--- src/hw/rtl/sobel_pkg.sv ---
`default_nettype none
package sobel_pkg;

  // Configuration register indexes.
  localparam logic REG_IMAGE_WIDTH  = 1'b0;
  localparam logic REG_IMAGE_HEIGHT = 1'b1;

  localparam int unsigned CFG_W    = 11;
  localparam int unsigned PIX_W    = 24;
  localparam int unsigned CHAN_W   = 8;
  localparam int unsigned GRAD_W   = 12;
  localparam int unsigned SQSUM_W  = 22;
  localparam logic [SQSUM_W-1:0] SAT_LIMIT = 22'd65280;
  localparam logic [CHAN_W-1:0]  SAT_VALUE = 8'd255;

  typedef enum logic [2:0] {
    ST_IDLE,
    ST_TAP,
    ST_DRAIN,
    ST_SQ,
    ST_ROOT,
    ST_FIN
  } state_t;

  // Commands from the controller to the datapath.
  typedef struct packed {
    logic       wr_en;
    logic       clear;
    logic       rd_en;
    logic       rd_ok;
    logic [1:0] tap_r;
    logic [1:0] tap_c;
    logic       square;
    logic       root_step;
    logic [2:0] root_bit;
    logic       load_out;
    logic       frame_end;
  } dp_cmd_t;

endpackage
`default_nettype wire

--- src/hw/rtl/sobel_ctrl.sv ---
`default_nettype none
module sobel_ctrl
  import sobel_pkg::*;
#(
  parameter int unsigned MAX_WIDTH  = 1024,
  parameter int unsigned MAX_HEIGHT = 1024,
  parameter int unsigned ADDR_W     = 12
) (
  input  wire logic                 clk,
  input  wire logic                 rst_n,
  input  wire logic                 cfg_we,
  input  wire logic                 cfg_index,
  input  wire logic [CFG_W-1:0]     cfg_data,
  input  wire logic                 in_valid,
  input  wire logic                 in_mode,
  output logic                      in_ready,
  input  wire logic                 out_full,
  output dp_cmd_t                   cmd,
  output logic [ADDR_W-1:0]         wr_addr,
  output logic [ADDR_W-1:0]         rd_addr
);

  localparam int unsigned CW     = (MAX_WIDTH > 1) ? $clog2(MAX_WIDTH) : 1;
  localparam int unsigned WW     = $clog2(MAX_WIDTH + 1);
  localparam int unsigned RW     = $clog2(MAX_HEIGHT + 1);

  logic [CFG_W-1:0] width_cfg_r;
  logic [CFG_W-1:0] height_cfg_r;
  logic [WW-1:0]    w_eff;
  logic [RW-1:0]    h_eff;

  state_t        state_r, state_nxt;
  logic [CW-1:0] in_col_r, in_col_nxt;
  logic [RW-1:0] in_row_r, in_row_nxt;
  logic [CW-1:0] out_col_r, out_col_nxt;
  logic [RW-1:0] out_row_r, out_row_nxt;
  logic [1:0]    tr_r, tr_nxt;
  logic [1:0]    tc_r, tc_nxt;
  logic [2:0]    bit_r, bit_nxt;

  logic          in_fire;
  logic          frame_full;
  logic          in_col_end;
  logic          out_col_end;
  logic          out_row_last;
  logic [RW-1:0] tap_row;
  logic [CW-1:0] tap_col;
  logic          row_ok;
  logic          col_ok;

  always_comb begin
    if (width_cfg_r == '0) w_eff = WW'(1);
    else if (32'(width_cfg_r) > MAX_WIDTH) w_eff = WW'(MAX_WIDTH);
    else w_eff = WW'(width_cfg_r);
    if (height_cfg_r == '0) h_eff = RW'(1);
    else if (32'(height_cfg_r) > MAX_HEIGHT) h_eff = RW'(MAX_HEIGHT);
    else h_eff = RW'(height_cfg_r);
  end

  assign in_ready     = (state_r == ST_IDLE);
  assign in_fire      = in_valid && in_ready;
  assign frame_full   = (in_row_r >= h_eff);
  assign in_col_end   = (WW'(in_col_r) + WW'(1) >= w_eff);
  assign out_col_end  = (WW'(out_col_r) + WW'(1) >= w_eff);
  assign out_row_last = ((RW+1)'(out_row_r) + (RW+1)'(1) >= (RW+1)'(h_eff));

  // Neighbor position of the current tap, with a flag for inside the image.
  always_comb begin
    unique case (tr_r)
      2'd0: begin
        tap_row = out_row_r - RW'(1);
        row_ok  = (out_row_r != '0);
      end
      2'd1: begin
        tap_row = out_row_r;
        row_ok  = 1'b1;
      end
      default: begin
        tap_row = out_row_r + RW'(1);
        row_ok  = !out_row_last;
      end
    endcase
    unique case (tc_r)
      2'd0: begin
        tap_col = out_col_r - CW'(1);
        col_ok  = (out_col_r != '0);
      end
      2'd1: begin
        tap_col = out_col_r;
        col_ok  = 1'b1;
      end
      default: begin
        tap_col = out_col_r + CW'(1);
        col_ok  = !out_col_end;
      end
    endcase
  end

  assign wr_addr = {in_row_r[1:0], in_col_r};
  assign rd_addr = {tap_row[1:0], tap_col};

  always_ff @(posedge clk) begin
    if (!rst_n) begin
      width_cfg_r  <= CFG_W'(1024);
      height_cfg_r <= CFG_W'(1024);
    end else if (cfg_we) begin
      unique case (cfg_index)
        REG_IMAGE_WIDTH:  width_cfg_r  <= cfg_data;
        REG_IMAGE_HEIGHT: height_cfg_r <= cfg_data;
        default: ;
      endcase
    end
  end

  always_ff @(posedge clk) begin
    if (!rst_n) begin
      state_r   <= ST_IDLE;
      in_col_r  <= '0;
      in_row_r  <= '0;
      out_col_r <= '0;
      out_row_r <= '0;
      tr_r      <= '0;
      tc_r      <= '0;
      bit_r     <= '0;
    end else begin
      state_r   <= state_nxt;
      in_col_r  <= in_col_nxt;
      in_row_r  <= in_row_nxt;
      out_col_r <= out_col_nxt;
      out_row_r <= out_row_nxt;
      tr_r      <= tr_nxt;
      tc_r      <= tc_nxt;
      bit_r     <= bit_nxt;
    end
  end

  always_comb begin
    state_nxt   = state_r;
    in_col_nxt  = in_col_r;
    in_row_nxt  = in_row_r;
    out_col_nxt = out_col_r;
    out_row_nxt = out_row_r;
    tr_nxt      = tr_r;
    tc_nxt      = tc_r;
    bit_nxt     = bit_r;
    cmd         = '0;
    cmd.tap_r   = tr_r;
    cmd.tap_c   = tc_r;
    cmd.root_bit = bit_r;
    cmd.rd_ok   = row_ok && col_ok;

    unique case (state_r)
      ST_IDLE: begin
        tr_nxt = '0;
        tc_nxt = '0;
        if (cfg_we) begin
          in_col_nxt  = '0;
          in_row_nxt  = '0;
          out_col_nxt = '0;
          out_row_nxt = '0;
        end else if (in_fire && !in_mode) begin
          if (!frame_full) begin
            cmd.wr_en = 1'b1;
            if (in_col_end) begin
              in_col_nxt = '0;
              in_row_nxt = in_row_r + RW'(1);
            end else begin
              in_col_nxt = in_col_r + CW'(1);
            end
            if ((in_row_r >= RW'(2)) || ((in_row_r == RW'(1)) && (in_col_r != '0))) begin
              cmd.clear = 1'b1;
              state_nxt = ST_TAP;
            end
          end
        end else if (in_fire && in_mode) begin
          if (frame_full) begin
            if (out_row_r >= h_eff) begin
              in_col_nxt  = '0;
              in_row_nxt  = '0;
              out_col_nxt = '0;
              out_row_nxt = '0;
            end else begin
              cmd.clear = 1'b1;
              state_nxt = ST_TAP;
            end
          end
        end
      end
      ST_TAP: begin
        cmd.rd_en = 1'b1;
        if (tc_r == 2'd2) begin
          tc_nxt = '0;
          tr_nxt = tr_r + 2'd1;
          if (tr_r == 2'd2) begin
            state_nxt = ST_DRAIN;
          end
        end else begin
          tc_nxt = tc_r + 2'd1;
        end
      end
      ST_DRAIN: begin
        state_nxt = ST_SQ;
      end
      ST_SQ: begin
        cmd.square = 1'b1;
        bit_nxt    = 3'd7;
        state_nxt  = ST_ROOT;
      end
      ST_ROOT: begin
        cmd.root_step = 1'b1;
        bit_nxt       = bit_r - 3'd1;
        if (bit_r == 3'd0) begin
          state_nxt = ST_FIN;
        end
      end
      ST_FIN: begin
        if (!out_full) begin
          cmd.load_out  = 1'b1;
          cmd.frame_end = out_col_end && out_row_last;
          state_nxt     = ST_IDLE;
          if (out_col_end && out_row_last) begin
            in_col_nxt  = '0;
            in_row_nxt  = '0;
            out_col_nxt = '0;
            out_row_nxt = '0;
          end else if (out_col_end) begin
            out_col_nxt = '0;
            out_row_nxt = out_row_r + RW'(1);
          end else begin
            out_col_nxt = out_col_r + CW'(1);
          end
        end
      end
      default: begin
        state_nxt = ST_IDLE;
      end
    endcase
  end

endmodule
`default_nettype wire

--- config.mk ---
export PLATFORM = sky130hd
export DESIGN_NAME = sobel_ctrl
export DESIGN_NICKNAME = d
export VERILOG_FILES = /design/src/hw/rtl/sobel_pkg.sv /design/src/hw/rtl/sobel_ctrl.sv
export SDC_FILE = /design/constraint.sdc
export NUM_CORES = 1
export LEC_CHECK = 0
export BUFFER_PORTS_ARGS = -buffer_cell sky130_fd_sc_hd__buf_2
export CAP_MARGIN = 25
export CORE_MARGIN = 4
export CORE_UTILIZATION = 30
export DETAILED_ROUTE_END_ITERATION = 10
export RECOVER_POWER = 25
export SYNTH_ARGS = -nofsm -noshare
export SYNTH_HDL_FRONTEND = slang
export SYNTH_SLANG_ARGS = --single-unit
--- constraint.sdc ---
create_clock -name clk -period 4.2 [get_ports clk]
set_input_delay 0.21 -clock clk [delete_from_list [all_inputs] [get_ports clk]]
set_output_delay 0.21 -clock clk [all_outputs]
set_load 0.02 [all_outputs]
==> metrics.md <==
| Metric | Value |
|---|---|
| Status | `completed` |
| Clock network fraction of total power | `46.4%` |
| Worst EP required | `3.99 ns` |
| Sequential power share | `40.1%` |
| Vert. Die Dim | `144 um` |
| Final worst slack | `0.353 ns` |
| Critical path endpoint | `cmd[0]` |
| Total power | `1.82 mW` |
| Pleak | `2.63 nW` |
| Unrepaired setup endpoints after global routing | `no` |
| Crit path max fanout | `8` |
| Hold WC Path Type | `input port to register` |
| Largest net degree at the start of global routing | `32` |
| Async S/R FF share, synth | `0%` |
| Detail-routed net length per standard cell | `16.1 um` |
| Final GP Congestion | `0.880` |
| Drt first-iter violations | `363` |
| Critical Path AT | `3.64 ns` |
| Avg Inst Size Synth | `7.70 um^2` |
| # setup viols final | `0` |
| HPWL Detailed | `12,200 um` |
| Worst Setup SP | `out_col_r[1]$_SDFFE_PN0P_` |
| R2R depth | `14` |
| Final #Nets | `853` |
| Crit. End Element | `output pin` |
| Worst stage delay on the critical path | `0.47 ns` |
| Share of cells above drive strength 1 | `9.87%` |
| Vias | `5,333` |
| ANT cells | `0` |
| Setup TNS Final | `0 ns` |
| Area contributors post-synth | `dfxtp_1, ha_1, nand2_1` |
| Post-synth EDFFs | `0` |
| ANT nets after route | `0` |
| Synth top area share | `26.5%` |
| R2R Setup Slk | `0.36 ns` |
| Row count | `49` |
| Clk_lat worst skew | `0.34 ns` |
| Die W | `144 um` |
| P_int | `1.31 mW` |
| Reg clk slew, reported paths | `0.07 ns` |
| Reg2reg start | `out_col_r[1]$_SDFFE_PN0P_` |
| Area delta synth->final | `13.8%` |
| Slew Limit Headroom | `7.30%` |
| Hold_ws | `0.128 ns` |
| Syn_nets | `814` |
| CTS H-tree depth | `3` |
| Synth cell types | `65` |
| Actual slew at the worst max-slew pin | `1.39 ns` |
| TritonCTS clock tree | `done` |
| Mapped Area | `5590 um^2` |
| Sw Pwr | `0.511 mW` |
| Residual DRC | `0` |
| Power Dens Cells | `287 nW/um^2` |
| CTS buffer count | `9` |
| Crit share post-route | `91.6%` |
| Reg2reg end | `in_row_r[7]$_SDFFE_PN0P_` |
| Vias in the first global route | `4,967` |
| Setup WS pre-CTS | `0.421 ns` |
| Hold Startpoint | `cfg_data[0]` |
| Predominant post-synthesis flop cell | `dfxtp_1` |
| Vias/cell | `5.34` |
| Layout Skew | `0.00831 ns` |
| Startpoint types | `register` |
| GRT Total Usage | `15.7%` |
| Die ar. | `20,900 um^2` |
| Fin. Hold Viols | `0` |
| Max Transition Viols Final | `0` |
| GR Overflow Total | `0` |
| Max clock buf depth | `2` |
| Fmax | `260 MHz` |
| Share of the yosys chip area belonging to registers | `26.5%` |
| Initial cell density of the core | `30.8%` |
| Core area | `18,100 um^2` |
| Post-synth top area cell | `dfxtp_1` |
| Switching Fraction | `28.0%` |
| Boundary pin count | `58` |
| Pre-antenna DRT Iters | `5` |
| Syn Inst Count | `726` |
| Post-synthesis register bit count | `74` |
| Total of warnings raised by yosys | `0` |
| Final worst path period need | `3.85 ns` |
| Routed wire length | `16,100 um` |
| Root Driver | `clkbuf_16` |
| Crit-path slowest cell | `dfxtp_1` |
| Comb pwr share | `13.6%` |
| Antenna violations before repair | `0` |
| Crit path cell chain | `ha_1 -> and3_1 -> and3_1 -> nand3_1 -> xnor2_1 -> ha_1 -> a21oi_1 -> o21ai_0 -> a31oi_1 -> nand2_1 -> nand3_1 -> buf_4 -> inv_1 -> buf_2` |
| Sink Count | `74` |
| IO Port Bufs | `57` |
| First-pass GRT wire length | `26,200 um` |
| Max Cap Violations | `0` |
| Crit path kind | `register to output pin` |
| VDD IR max | `0.000221 V` |
## layout by cell type (no fill, tap or decap), types with 7 or more instances in the layout
master | netlist | layout
clkbuf_1 | 31 | 15
nand2b_1 | 9 | 8
ha_1 | 70 | 70
nor3_1 | 16 | 16
clkbuf_16 | 0 | 9
a21oi_1 | 58 | 58
buf_2 | 1 | 43
dfxtp_1 | 74 | 74
buf_4 | 2 | 9
nand4_1 | 7 | 7
inv_1 | 23 | 24
o21ai_0 | 42 | 41
nand2_1 | 104 | 104
nor2_1 | 49 | 48
nand3_1 | 45 | 45
nor4_1 | 11 | 11
o31ai_1 | 14 | 14
nor2b_1 | 7 | 7
o211ai_1 | 9 | 9
xor2_1 | 13 | 13
and3_1 | 18 | 18
xnor2_1 | 23 | 23
## cells in the mapped netlist (3+ instances only)
library cell	count
nor3_1	16
a211o_1	4
and2_1	6
ha_1	70
nor2_1	49
a31oi_1	5
clkbuf_1	31
nand2b_1	9
a21boi_0	3
a32o_1	4
o31ai_1	14
and4_1	3
o21ai_0	42
or3_1	6
nor4_1	11
dfxtp_1	74
o21ai_1	5
nor2b_1	7
a211oi_1	5
nand3_1	45
o211ai_1	9
xnor2_1	23
inv_1	23
a21o_1	4
xor2_1	13
nand2_1	104
and3_1	18
nand3b_1	6
a21oi_1	58
or4_1	3
mux2i_1	3
nand4_1	7
buf_6	3
nand4b_1	4
## repair_timing
item | in CTS | in global routing
resized for setup | 0 | 3
hold buffers | 0 | 0
buffers inserted | 0 | 0
setup endpoints to repair | 0 | 3
## logic make-up after synthesis
family	Yosys count	share of synthesized area (%)
xor gates and xnor gates	36	5.64
and+or+nand+nor	302	26.6
adders and majority gates	70	15.7
AOI/OAI and AO/OA	178	20.2
buffers and inverters	63	4.79
DFF	74	26.5
muxes	3	0.537
## registers in the layout, indices dropped and copies added, names as in the netlist
signal	cells
out_row_r	11
width_cfg_r	11
in_row_r	11
height_cfg_r	11
out_col_r	10
bit_r	3
tc_r	2
in_col_r	10
state_r	3
tr_r	2
## power groups by stage
| stage | logic [mW] | registers [mW] | clock network, mW |
|---|---|---|---|
| final | 0.248 | 0.731 | 0.846 |
| after global routing | 0.275 | 0.733 | 0.888 |
| after CTS | 0.246 | 0.730 | 0.864 |
| after detailed placement | 0.245 | 0.746 | 0 |
| after global placement | 0.245 | 0.746 | 0 |
| after floorplan | 0.179 | 0.740 | 0 |
## worst max-delay path: cells and delay by family, from the launching register on
| family | cells | cell delay, ns |
|---|---|---|
| AOI/OAI and AO/OA | 3 | 0.48 |
| xor gates and xnor gates | 1 | 0.16 |
| adders and majority gates | 2 | 0.63 |
| buffers and inverters | 3 | 0.36 |
| DFF | 1 | 0.47 |
| and+or+nand+nor | 5 | 1.20 |
## through the flow
| step | cell area [um^2] | utilization [%] | instances |
|---|---|---|---|
| 6_report | 6360 | 35.1 | 999 |
| 5_1_grt | 6360 | 35.1 | 999 |
| 4_1_cts | 6380 | 35.1 | 999 |
| 3_3_place_gp | 6060 | 33.4 | 983 |
| 2_1_floorplan | 5590 | - | 726 |
| 3_5_place_dp | 6060 | 33.4 | 983 |
## routing by layer
layer	wire, um	part of all wire [%]	GRT usage (%)
met3	660	4.1	2.55
met2	7600	47	25.7
met5	0	0	0
met1	7290	45	20.5
met4	531	3.3	6.68
## how the worst min path moves through the flow
stage	end	slack, ns	cells past startpoint
after global routing	width_cfg_r[0]$_SDFFE_PN0P_	0.12	3
after global placement	width_cfg_r[8]$_SDFFE_PN0P_	0.46	2
final	width_cfg_r[0]$_SDFFE_PN0P_	0.13	3
after detailed placement	height_cfg_r[2]$_SDFFE_PN0P_	0.47	2
after floorplan	height_cfg_r[0]$_SDFFE_PN0P_	0.35	2
after CTS	width_cfg_r[0]$_SDFFE_PN0P_	0.12	3
## layout make-up
cell class,count,area (um^2)
Tap cell,229,287
Sequential cell,74,1480
Clock inverter,7,93.8
Multi-Input combinational cell,589,3840
Fill cell,1942,11800
Inverter,24,90.1
Clock buffer,9,225
Timing Repair Buffer,67,339
Power figures use the tool's default switching activity.
